--- config.mk ---
export PLATFORM = sky130hd
export DESIGN_NAME = i2c_master_bit_sequencer_unit
export DESIGN_NICKNAME = d
export VERILOG_FILES = /design/src/hdl/i2cmbs_pkg.sv /design/src/hdl/i2cmbs_phase_gen.sv /design/src/hdl/i2c_master_bit_sequencer_unit.sv
export VERILOG_INCLUDE_DIRS = /design/src /design/src/hdl
export SDC_FILE = /design/constraint.sdc
export NUM_CORES = 1
export LEC_CHECK = 0
export ABC_CLOCK_PERIOD_IN_PS = 5200
export BUFFER_PORTS_ARGS = -buffer_cell sky130_fd_sc_hd__buf_4
export CAP_MARGIN = 25
export CORE_MARGIN = 2
export CORE_UTILIZATION = 30
export DETAILED_ROUTE_END_ITERATION = 16
export PLACE_DENSITY = 0.54
export SLEW_MARGIN = 30
export SYNTH_ARGS = -nofsm -noshare
export SYNTH_HDL_FRONTEND = slang
export SYNTH_SLANG_ARGS = --single-unit
--- constraint.sdc ---
create_clock -name clk_i -period 5.2 [get_ports clk_i]
set_clock_uncertainty 0.15 [all_clocks]
set_input_delay 0.26 -clock clk_i [delete_from_list [all_inputs] [get_ports clk_i]]
set_output_delay 0.26 -clock clk_i [all_outputs]
set_load 0.005 [all_outputs]
--- src/hdl/i2c_master_bit_sequencer_unit_defines.svh ---
// Assertion macros for the I2C master bit sequencer.
// Used by the top level; expects clk_i and rst_ni in the scope of use.
`ifndef I2C_MASTER_BIT_SEQUENCER_UNIT_DEFINES_SVH
`define I2C_MASTER_BIT_SEQUENCER_UNIT_DEFINES_SVH

`ifndef SYNTHESIS
`define I2CMBS_ASSERT(lbl, prop, msg) \
  lbl: assert property (@(posedge clk_i) disable iff (!rst_ni) (prop)) else $error(msg);
`define I2CMBS_ASSERT_ALWAYS(lbl, prop, msg) \
  lbl: assert property (@(posedge clk_i) (prop)) else $error(msg);
`else
`define I2CMBS_ASSERT(lbl, prop, msg)
`define I2CMBS_ASSERT_ALWAYS(lbl, prop, msg)
`endif

`endif

--- src/hdl/i2cmbs_pkg.sv ---
// Shared types for the I2C master bit sequencer.
// No dependencies.
package i2cmbs_pkg;

  typedef enum logic [2:0] {
    MODE_START    = 3'd0,
    MODE_STOP     = 3'd1,
    MODE_WRITE    = 3'd2,
    MODE_READ     = 3'd3,
    MODE_SEND_ACK = 3'd4,
    MODE_RECV_ACK = 3'd5
  } mode_e;

  localparam int unsigned StepW = 2;
  localparam int unsigned BitW  = 3;
  localparam logic [BitW-1:0] LastBit = 3'd7;

  // One pin phase plus how the sequencer advances afterwards
  typedef struct packed {
    logic             scl;
    logic             sda;
    logic             sample;
    logic             last;
    logic [7:0]       rx_byte;
    logic             rx_ack;
    logic [StepW-1:0] step_nxt;
    logic             bit_inc;
  } phase_t;

  function automatic logic mode_known(input logic [2:0] code);
    return code <= MODE_RECV_ACK;
  endfunction

endpackage

--- src/hdl/i2cmbs_phase_gen.sv ---
// Phase decoder: turns command, step and bit position into one pin phase.
// Depends on i2cmbs_pkg.
module i2cmbs_phase_gen (
  input  i2cmbs_pkg::mode_e                mode_i,
  input  logic [i2cmbs_pkg::StepW-1:0]     step_i,
  input  logic [i2cmbs_pkg::BitW-1:0]      bit_i,
  input  logic [7:0]                       tx_byte_i,
  input  logic                             ack_out_i,
  input  logic [7:0]                       line_bits_i,
  input  logic                             line_ack_i,
  input  logic                             scl_cur_i,
  input  logic                             sda_cur_i,
  output i2cmbs_pkg::phase_t               phase_o
);

  logic drv_scl, scl_val, drv_sda, sda_val;
  logic sample, last, bit_inc, rx_ack;
  logic [7:0] rx_byte;
  logic [i2cmbs_pkg::StepW-1:0] step_nxt;
  logic last_bit;

  assign last_bit = (bit_i == i2cmbs_pkg::LastBit);

  always_comb begin
    drv_scl  = 1'b0;
    scl_val  = 1'b0;
    drv_sda  = 1'b0;
    sda_val  = 1'b0;
    sample   = 1'b0;
    last     = 1'b0;
    bit_inc  = 1'b0;
    rx_ack   = 1'b0;
    rx_byte  = 8'd0;
    step_nxt = step_i + 2'd1;
    unique case (mode_i)
      i2cmbs_pkg::MODE_START: begin
        unique case (step_i)
          2'd0: begin drv_sda = 1'b1; sda_val = 1'b1; end
          2'd1: begin drv_scl = 1'b1; scl_val = 1'b1; end
          2'd2: begin drv_sda = 1'b1; sda_val = 1'b0; end
          default: begin drv_scl = 1'b1; scl_val = 1'b0; last = 1'b1; end
        endcase
      end
      i2cmbs_pkg::MODE_STOP: begin
        unique case (step_i)
          2'd0: begin drv_sda = 1'b1; sda_val = 1'b0; end
          2'd1: begin drv_scl = 1'b1; scl_val = 1'b1; end
          default: begin drv_sda = 1'b1; sda_val = 1'b1; last = 1'b1; end
        endcase
      end
      i2cmbs_pkg::MODE_WRITE: begin
        unique case (step_i)
          2'd0: begin drv_sda = 1'b1; sda_val = tx_byte_i[i2cmbs_pkg::LastBit - bit_i]; end
          2'd1: begin drv_scl = 1'b1; scl_val = 1'b1; end
          default: begin
            drv_scl  = 1'b1;
            scl_val  = 1'b0;
            step_nxt = 2'd0;
            bit_inc  = 1'b1;
            last     = last_bit;
          end
        endcase
      end
      i2cmbs_pkg::MODE_READ: begin
        // release SDA once, then loop over clock high, sample, clock low
        unique case (step_i)
          2'd0: begin drv_sda = 1'b1; sda_val = 1'b1; end
          2'd1: begin drv_scl = 1'b1; scl_val = 1'b1; end
          2'd2: sample = 1'b1;
          default: begin
            drv_scl  = 1'b1;
            scl_val  = 1'b0;
            step_nxt = 2'd1;
            bit_inc  = 1'b1;
            last     = last_bit;
            rx_byte  = last_bit ? line_bits_i : 8'd0;
          end
        endcase
      end
      i2cmbs_pkg::MODE_SEND_ACK: begin
        unique case (step_i)
          2'd0: begin drv_sda = 1'b1; sda_val = ack_out_i; end
          2'd1: begin drv_scl = 1'b1; scl_val = 1'b1; end
          default: begin drv_scl = 1'b1; scl_val = 1'b0; last = 1'b1; end
        endcase
      end
      i2cmbs_pkg::MODE_RECV_ACK: begin
        unique case (step_i)
          2'd0: begin drv_sda = 1'b1; sda_val = 1'b1; end
          2'd1: begin drv_scl = 1'b1; scl_val = 1'b1; end
          2'd2: sample = 1'b1;
          default: begin
            drv_scl = 1'b1;
            scl_val = 1'b0;
            last    = 1'b1;
            rx_ack  = line_ack_i;
          end
        endcase
      end
      default: last = 1'b1;
    endcase
  end

  always_comb begin
    phase_o.scl      = drv_scl ? scl_val : scl_cur_i;
    phase_o.sda      = drv_sda ? sda_val : sda_cur_i;
    phase_o.sample   = sample;
    phase_o.last     = last;
    phase_o.rx_byte  = rx_byte;
    phase_o.rx_ack   = rx_ack;
    phase_o.step_nxt = step_nxt;
    phase_o.bit_inc  = bit_inc;
  end

endmodule

--- src/hdl/i2c_master_bit_sequencer_unit.sv ---
// The first phase of a command passes through the command register into the output register.
// Throughput: one phase per cycle while the output is not stalled; a command holds the input for
// its 3 to 25 phases, paced by the step and bit counters of the command register.
// The next command is taken in the cycle in which the last phase loads the output register.
// Reset (rst_ni, asynchronous, active low): idle, no result pending, SCL and SDA released high.
`include "i2c_master_bit_sequencer_unit_defines.svh"

module i2c_master_bit_sequencer_unit (
  input  logic       clk_i,
  input  logic       rst_ni,
  input  logic       in_valid_i,
  output logic       in_stall_o,
  input  logic [2:0] mode_i,
  input  logic [7:0] tx_byte_i,
  input  logic       ack_out_i,
  input  logic [7:0] line_bits_i,
  input  logic       line_ack_i,
  output logic       out_valid_o,
  input  logic       out_stall_i,
  output logic       scl_o,
  output logic       sda_o,
  output logic       sample_point_o,
  output logic       last_o,
  output logic [7:0] rx_byte_o,
  output logic       rx_ack_o
);

  logic                             busy_q, busy_d;
  logic [i2cmbs_pkg::StepW-1:0]     step_q, step_d;
  logic [i2cmbs_pkg::BitW-1:0]      bit_q, bit_d;
  i2cmbs_pkg::mode_e                mode_q;
  logic [7:0]                       tx_q, lbits_q;
  logic                             ack_q, lack_q;
  logic                             scl_q, scl_d, sda_q, sda_d;
  logic                             out_valid_q, out_valid_d;
  i2cmbs_pkg::phase_t               phase;
  logic                             issue, take, load;

  i2cmbs_phase_gen u_phase_gen (
    .mode_i      (mode_q),
    .step_i      (step_q),
    .bit_i       (bit_q),
    .tx_byte_i   (tx_q),
    .ack_out_i   (ack_q),
    .line_bits_i (lbits_q),
    .line_ack_i  (lack_q),
    .scl_cur_i   (scl_q),
    .sda_cur_i   (sda_q),
    .phase_o     (phase)
  );

  // a phase moves into the output register when that register is free or draining
  assign issue      = busy_q && (!out_valid_q || !out_stall_i);
  assign in_stall_o = busy_q && !(issue && phase.last);
  assign take       = in_valid_i && !in_stall_o;
  // drop unknown command codes on transfer
  assign load       = take && i2cmbs_pkg::mode_known(mode_i);

  always_comb begin
    busy_d = busy_q;
    step_d = step_q;
    bit_d  = bit_q;
    scl_d  = scl_q;
    sda_d  = sda_q;
    if (issue) begin
      scl_d  = phase.scl;
      sda_d  = phase.sda;
      step_d = phase.step_nxt;
      bit_d  = phase.bit_inc ? bit_q + 3'd1 : bit_q;
      if (phase.last) begin
        busy_d = 1'b0;
      end
    end
    if (load) begin
      busy_d = 1'b1;
      step_d = '0;
      bit_d  = '0;
    end
    if (issue) begin
      out_valid_d = 1'b1;
    end else if (out_valid_q && !out_stall_i) begin
      out_valid_d = 1'b0;
    end else begin
      out_valid_d = out_valid_q;
    end
  end

  always_ff @(posedge clk_i or negedge rst_ni) begin
    if (!rst_ni) begin
      busy_q      <= 1'b0;
      step_q      <= '0;
      bit_q       <= '0;
      scl_q       <= 1'b1;
      sda_q       <= 1'b1;
      out_valid_q <= 1'b0;
    end else begin
      busy_q      <= busy_d;
      step_q      <= step_d;
      bit_q       <= bit_d;
      scl_q       <= scl_d;
      sda_q       <= sda_d;
      out_valid_q <= out_valid_d;
    end
  end

  // command payload
  always_ff @(posedge clk_i) begin
    if (load) begin
      mode_q  <= i2cmbs_pkg::mode_e'(mode_i);
      tx_q    <= tx_byte_i;
      ack_q   <= ack_out_i;
      lbits_q <= line_bits_i;
      lack_q  <= line_ack_i;
    end
  end

  // result payload
  always_ff @(posedge clk_i) begin
    if (issue) begin
      scl_o          <= phase.scl;
      sda_o          <= phase.sda;
      sample_point_o <= phase.sample;
      last_o         <= phase.last;
      rx_byte_o      <= phase.rx_byte;
      rx_ack_o       <= phase.rx_ack;
    end
  end

  assign out_valid_o = out_valid_q;

  `I2CMBS_ASSERT(a_sample_with_scl_high, (out_valid_o && sample_point_o) |-> scl_o, "sample phase with SCL low")
  `I2CMBS_ASSERT(a_take_only_on_last, (take && busy_q) |-> (issue && phase.last), "command taken mid-sequence")
  `I2CMBS_ASSERT(a_rx_only_on_last, (out_valid_o && !last_o) |-> (rx_byte_o == 8'd0 && !rx_ack_o), "receive data outside last phase")
  `I2CMBS_ASSERT(a_lines_track_output, out_valid_o |-> (scl_o == scl_q && sda_o == sda_q), "line state differs from shown phase")
  `I2CMBS_ASSERT_ALWAYS(a_reset_idle, !rst_ni |=> (!out_valid_q || rst_ni), "result valid during reset")

endmodule

# ---- Word level (Yosys, flattened, before mapping)
# Cells that the tools add are included.
dict set report totals {
  in_bits 25
  wordCells 100
  regBits 43
}
dict set report classes {
  add_sub_neg 3
  bitwise 3
  n_eq_ne 8
  n_lt_le_gt_ge 2
  muxes 36
  reduce_logical 31
}
# op n
set op_table {}
lappend op_table {{$mux W1} 22}
lappend op_table {{$reduce_or A2 Y1} 6}
lappend op_table {{$eq A3 B3 Y1 const B} 3}
lappend op_table {{$mux W3} 3}
lappend op_table {{$mux W2} 4}
lappend op_table {{$pmux W1 S4} 2}
lappend op_table {{$reduce_bool A2 Y1} 4}
lappend op_table {{$reduce_or A4 Y1} 2}
lappend op_table {{$eq A3 B2 Y1 const B} 2}
lappend op_table {{$logic_and A1 B1 Y1} 6}
lappend op_table {{$pmux W1 S3} 2}
lappend op_table {{$reduce_or A3 Y1} 2}
lappend op_table {{$reduce_or A6 Y1} 1}
lappend op_table {{$reduce_or A5 Y1} 1}
lappend op_table {{$logic_not A1 Y1} 4}
lappend op_table {{$lt A3 B4 Y1 const B} 1}
lappend op_table {{$pmux W2 S2} 1}
lappend op_table {{$reduce_and A2 Y1} 2}
lappend op_table {{$add A3 B1 Y3 const B} 1}
lappend op_table {{$bmux W1 S3} 1}
lappend op_table {{$eq A3 B1 Y1 const B} 1}
lappend op_table {{$le A3 B3 Y1 const B} 1}
lappend op_table {{$logic_not A3 Y1} 1}
lappend op_table {{$not A1 Y1} 3}
lappend op_table {{other kinds (7)} 7}

# ---- Longest topological paths before layout
dict set report depth {
  depth_word 12
  ltp_mapped 8
  ltp_nobuf 7
}

# ---- Modules after synthesis
# Synthesis repeated with hierarchy kept, for this count alone.
dict set report unflattened {
  cells_unflattened 152
  area_unflattened_um2 1986.9
}
# mod area_per_inst_um2 seq_area_each_um2 instances cells_each
set modules_own_cells {}
lappend modules_own_cells {i2c_master_bit_sequencer_unit 1442.6 1248.7 1 77}
lappend modules_own_cells {i2cmbs_phase_gen 544.3 0.0 1 75}

# ---- Worst setup path after synthesis
# OpenSTA, ideal clock, no wires.
dict set report synth_timing {
  path_type {register to register}
  from {register step_q[0] in the netlist's numbering}
  to {register ack_q (enable)}
  setup_time_ns 0.376
  arrival_time_ns 1.910
  period_less_slack_ns 2.436
  slack_ns 2.764
  stages_incl_launch_ff 9
  cell_sequence {dfrtp_1 inv_1 ha_1 buf_4 nor3_2 a21oi_2 o221ai_2 a41oi_4 inv_1}
}
# element line
set synth_lines {}
lappend synth_lines {{from (decl)} i2c_master_bit_sequencer_unit.sv:29} ;# logic [i2cmbs_pkg::StepW-1:0] step_q, step_d;
lappend synth_lines {{from (signal assigned)} i2c_master_bit_sequencer_unit.sv:98} ;# step_q <= step_d;
lappend synth_lines {{to (signal assigned)} i2c_master_bit_sequencer_unit.sv:111} ;# ack_q <= ack_out_i;
lappend synth_lines {{to (decl)} i2c_master_bit_sequencer_unit.sv:33} ;# logic ack_q, lack_q;

==> results.md <==
* Worst path required time at ~5 ns
* CP endpoint: lbits_q[0]
* Tcrit/Tclk final at between 50% and 60%
* Setup Viol. Count Final at 0
* Initial core utilization at between 30% and 40%
* Final ANT Viol Nets at 0
* Initial antenna violation count at 0
* HP Start: in_valid_i
* Top post-synthesis cells by count: edfxtp_1, and2_1, ha_1, nand2_1, nor2_1
* Crit path kind: reg -> reg
* Synth top area cells: edfxtp_1, dfrtp_1, ha_1
* Die Width at 86.58 um
* Synth area leader: edfxtp_1
* Max transition margin at around half
* R2r setup slk at 2.45 ns
* Drt via density at between 4 and 5
* Clock Latency Late Sink at 0.30 ns
* Hold Path Class: in -> reg
* Post_cts resized at 0
* Critical Path Sink Type: register
* Largest net degree at the start of global routing at 22
* Reg2reg start: step_q[0]
* Diodes inserted at 0
* Tmin final at 2.753 ns
* DR WL/cell at 12.69 um
* Synth Net Count at approximately 180
* Total core area at 6681 sq um
* Sequential share of the synthesized area at 61.04%
* Share of the synthesized area in the top cell type at 49.91%
* Status: completed
* #FFs+latches synth at 43
* Pwr per Cell Area at about 390 nW/um^2
* Register Area at ~1200 sq um
* Die Y-Extent at 86.58 um
* CP Launch Point: step_q[0]
* Setup WS pre-CTS at between 2 and 2.5 ns
* P_leak at around 1.1 nW
* Worst-margin pin slew at roughly 0.77 ns
* Post-synth design cell area at around 2000 sq um
* CTS Buffer Depth at 2
* Max Freq at about 360 MHz
* DP HPWL at roughly 2600 um
* Multi-input gate area at slightly above 700 sq um
* Critical R2R Capture: lbits_q[0]
* Routed wire length at between 3000 and 4000 um
* FP Rows at 30
* Sink Count at 43
* Dominant cell by count in the synthesized netlist: edfxtp_1
* Max FO, Critical Path at 21
* EDFF count, synth at 34
* DIE AREA at roughly 7500 sq um
* FF-to-FF path depth at 7
* Number of max-cap violations at 0
* Number of global-route vias before repair at 1282
* First-pass GRT wire length at a little over 6000 um
* I/O pin cnt at 40
* Drt first pass iters at 4
* Synthesis-to-layout area growth at 33.52%
* Syn_area_per_cell at between 10 and 15 sq um
* Setup TNS at 0 ns
* Placer Congestion at slightly below 0.8
* Mapped Cells at 147
* Final hold violations at 0
* Pins Over Slew Limit at 0
* Warning count from the yosys run at 0
* Routed vias at between 1000 and 1500
* Total CTS buffers at 5
* Unrepaired setup endpoints after global routing: false
* Total GRT Usage at between 10% and 20%
* Initial DRC count at 67
* Fill cells at ~630
* Peak VDD IR at 179.5 uV
* Final nets at 245
* Yosys cell types at 45
* Grt total ovfl at 0
* CTS tree: done
* Predominant post-synthesis flop cell: edfxtp_1
* Data arrival, critical path at ~2.5 ns
* H-tree depth at 2
* Clock root cell: clkbuf_8
* Setup ws final at 2.447 ns
* DRC viols at 0
* Share of layout cells above drive strength 1 at between 20% and 30%
* Async S/R FF share, synth at 20.93%
* Reg clk slew, reported paths at ~0.080 ns
* Critical path launch point type: register
* Port Buffers at 39
## stage by stage
| stage | instance area [sq um] | util [%] | total power, W | instances | hold slack (ns) |
|---|---|---|---|---|---|
| 2_1_floorplan | 2046 | - | 0.0007089 | 147 | -0.1856 |
| 3_3_place_gp | 2396 | 35.86 | 0.0008111 | 261 | -0.04931 |
| 3_5_place_dp | 2396 | 35.86 | 0.0008122 | 261 | -0.04953 |
| 4_1_cts | 2721 | 40.73 | 0.001089 | 290 | 0.0007214 |
| 5_1_grt | 2731 | 40.88 | 0.001145 | 291 | 0.09340 |
| 6_report | 2731 | 40.88 | 0.001077 | 291 | 0.07190 |
## sequential cells by signal (all words and copies together) (netlist names), 2 cells and up
register,cells
lbits_q,8
tx_q,8
mode_q,3
bit_q,3
rx_byte_o,8
step_q,2
## layout by cell type (no fill, tap or decap), drive strengths merged, types with 5 or more instances in the layout
master | Yosys | layout
ha | 10 | 10
and2 | 11 | 11
buf | 5 | 39
mux2 | 5 | 5
nand2 | 11 | 11
dfrtp | 7 | 7
a21oi | 8 | 8
nor2 | 8 | 8
dlygate4sd3 | 0 | 22
edfxtp | 34 | 34
clkbuf | 0 | 5
inv | 8 | 9
## how the worst min path moves through the flow
stage | endpoint | slack (ns) | depth (start not counted)
4_1_cts | mode_q[2] | 0.0007 | 1
3_3_place_gp | step_q[0] | -0.05 | 1
6_report | busy_q | 0.07 | 3
5_1_grt | out_valid_o | 0.09 | 3
2_1_floorplan | bit_q[0] | -0.19 | 0
3_5_place_dp | step_q[0] | -0.05 | 1
## critical path, cell delays in order (launching register included)
cell and delay [ns]:
dfrtp_1 0.44, inv_1 0.11, ha_1 0.32, nor3_2 0.20
a21oi_2 0.07, o221ai_2 0.30, a41oi_4 0.19, inv_1 0.60
## cells by family (layout without fill, tap and decap cells)
| group | after synthesis | after routing | share of synthesized area [%] |
|---|---|---|---|
| simple gates | 46 | 46 | 12.91 |
| fa+ha+maj | 10 | 10 | 6.116 |
| mux | 8 | 8 | 4.832 |
| compound gates | 24 | 24 | 9.909 |
| buf+inv | 13 | 77 | 3.547 |
| flops | 43 | 43 | 61.04 |
| xor+xnor | 3 | 3 | 1.652 |
## cell type report
type                    count  area share, %
multi-input cells          91          26.52
clock buffers               5          2.519
repair buffers             61          18.78
inverters                   8          1.099
well taps                  80          3.665
clock inverters             3          1.695
flip-flops and latches     43          45.72
## power breakdown
part / switching [W] / internal, W / leakage (nW) / total [W]
logic: 0.000164 / 0.000151 / 0.627 / 0.000315
registers: 0.0000408 / 0.000457 / 0.432 / 0.000497
clock network: 0.000120 / 0.000145 / 0.0548 / 0.000265
total: 0.000325 / 0.000752 / 1.11 / 0.00108
## layer usage
metal	global-route usage [%]	wire length (um)	vias to the layer above	share of wire, %
met3	2.952	147	9	4.0
met4	4.830	82	0	2.2
li1	-	-	659	-
met1	12.83	1581	620	43
met2	17.97	1881	35	51
met5	0	0	-	0
## what timing repair did
item                                   in CTS  in global routing
hold buffers                               21                  1
setup buffers                               0                  0
endpoints found under the hold margin      29                  1
(Power assumes the default switching activity.)
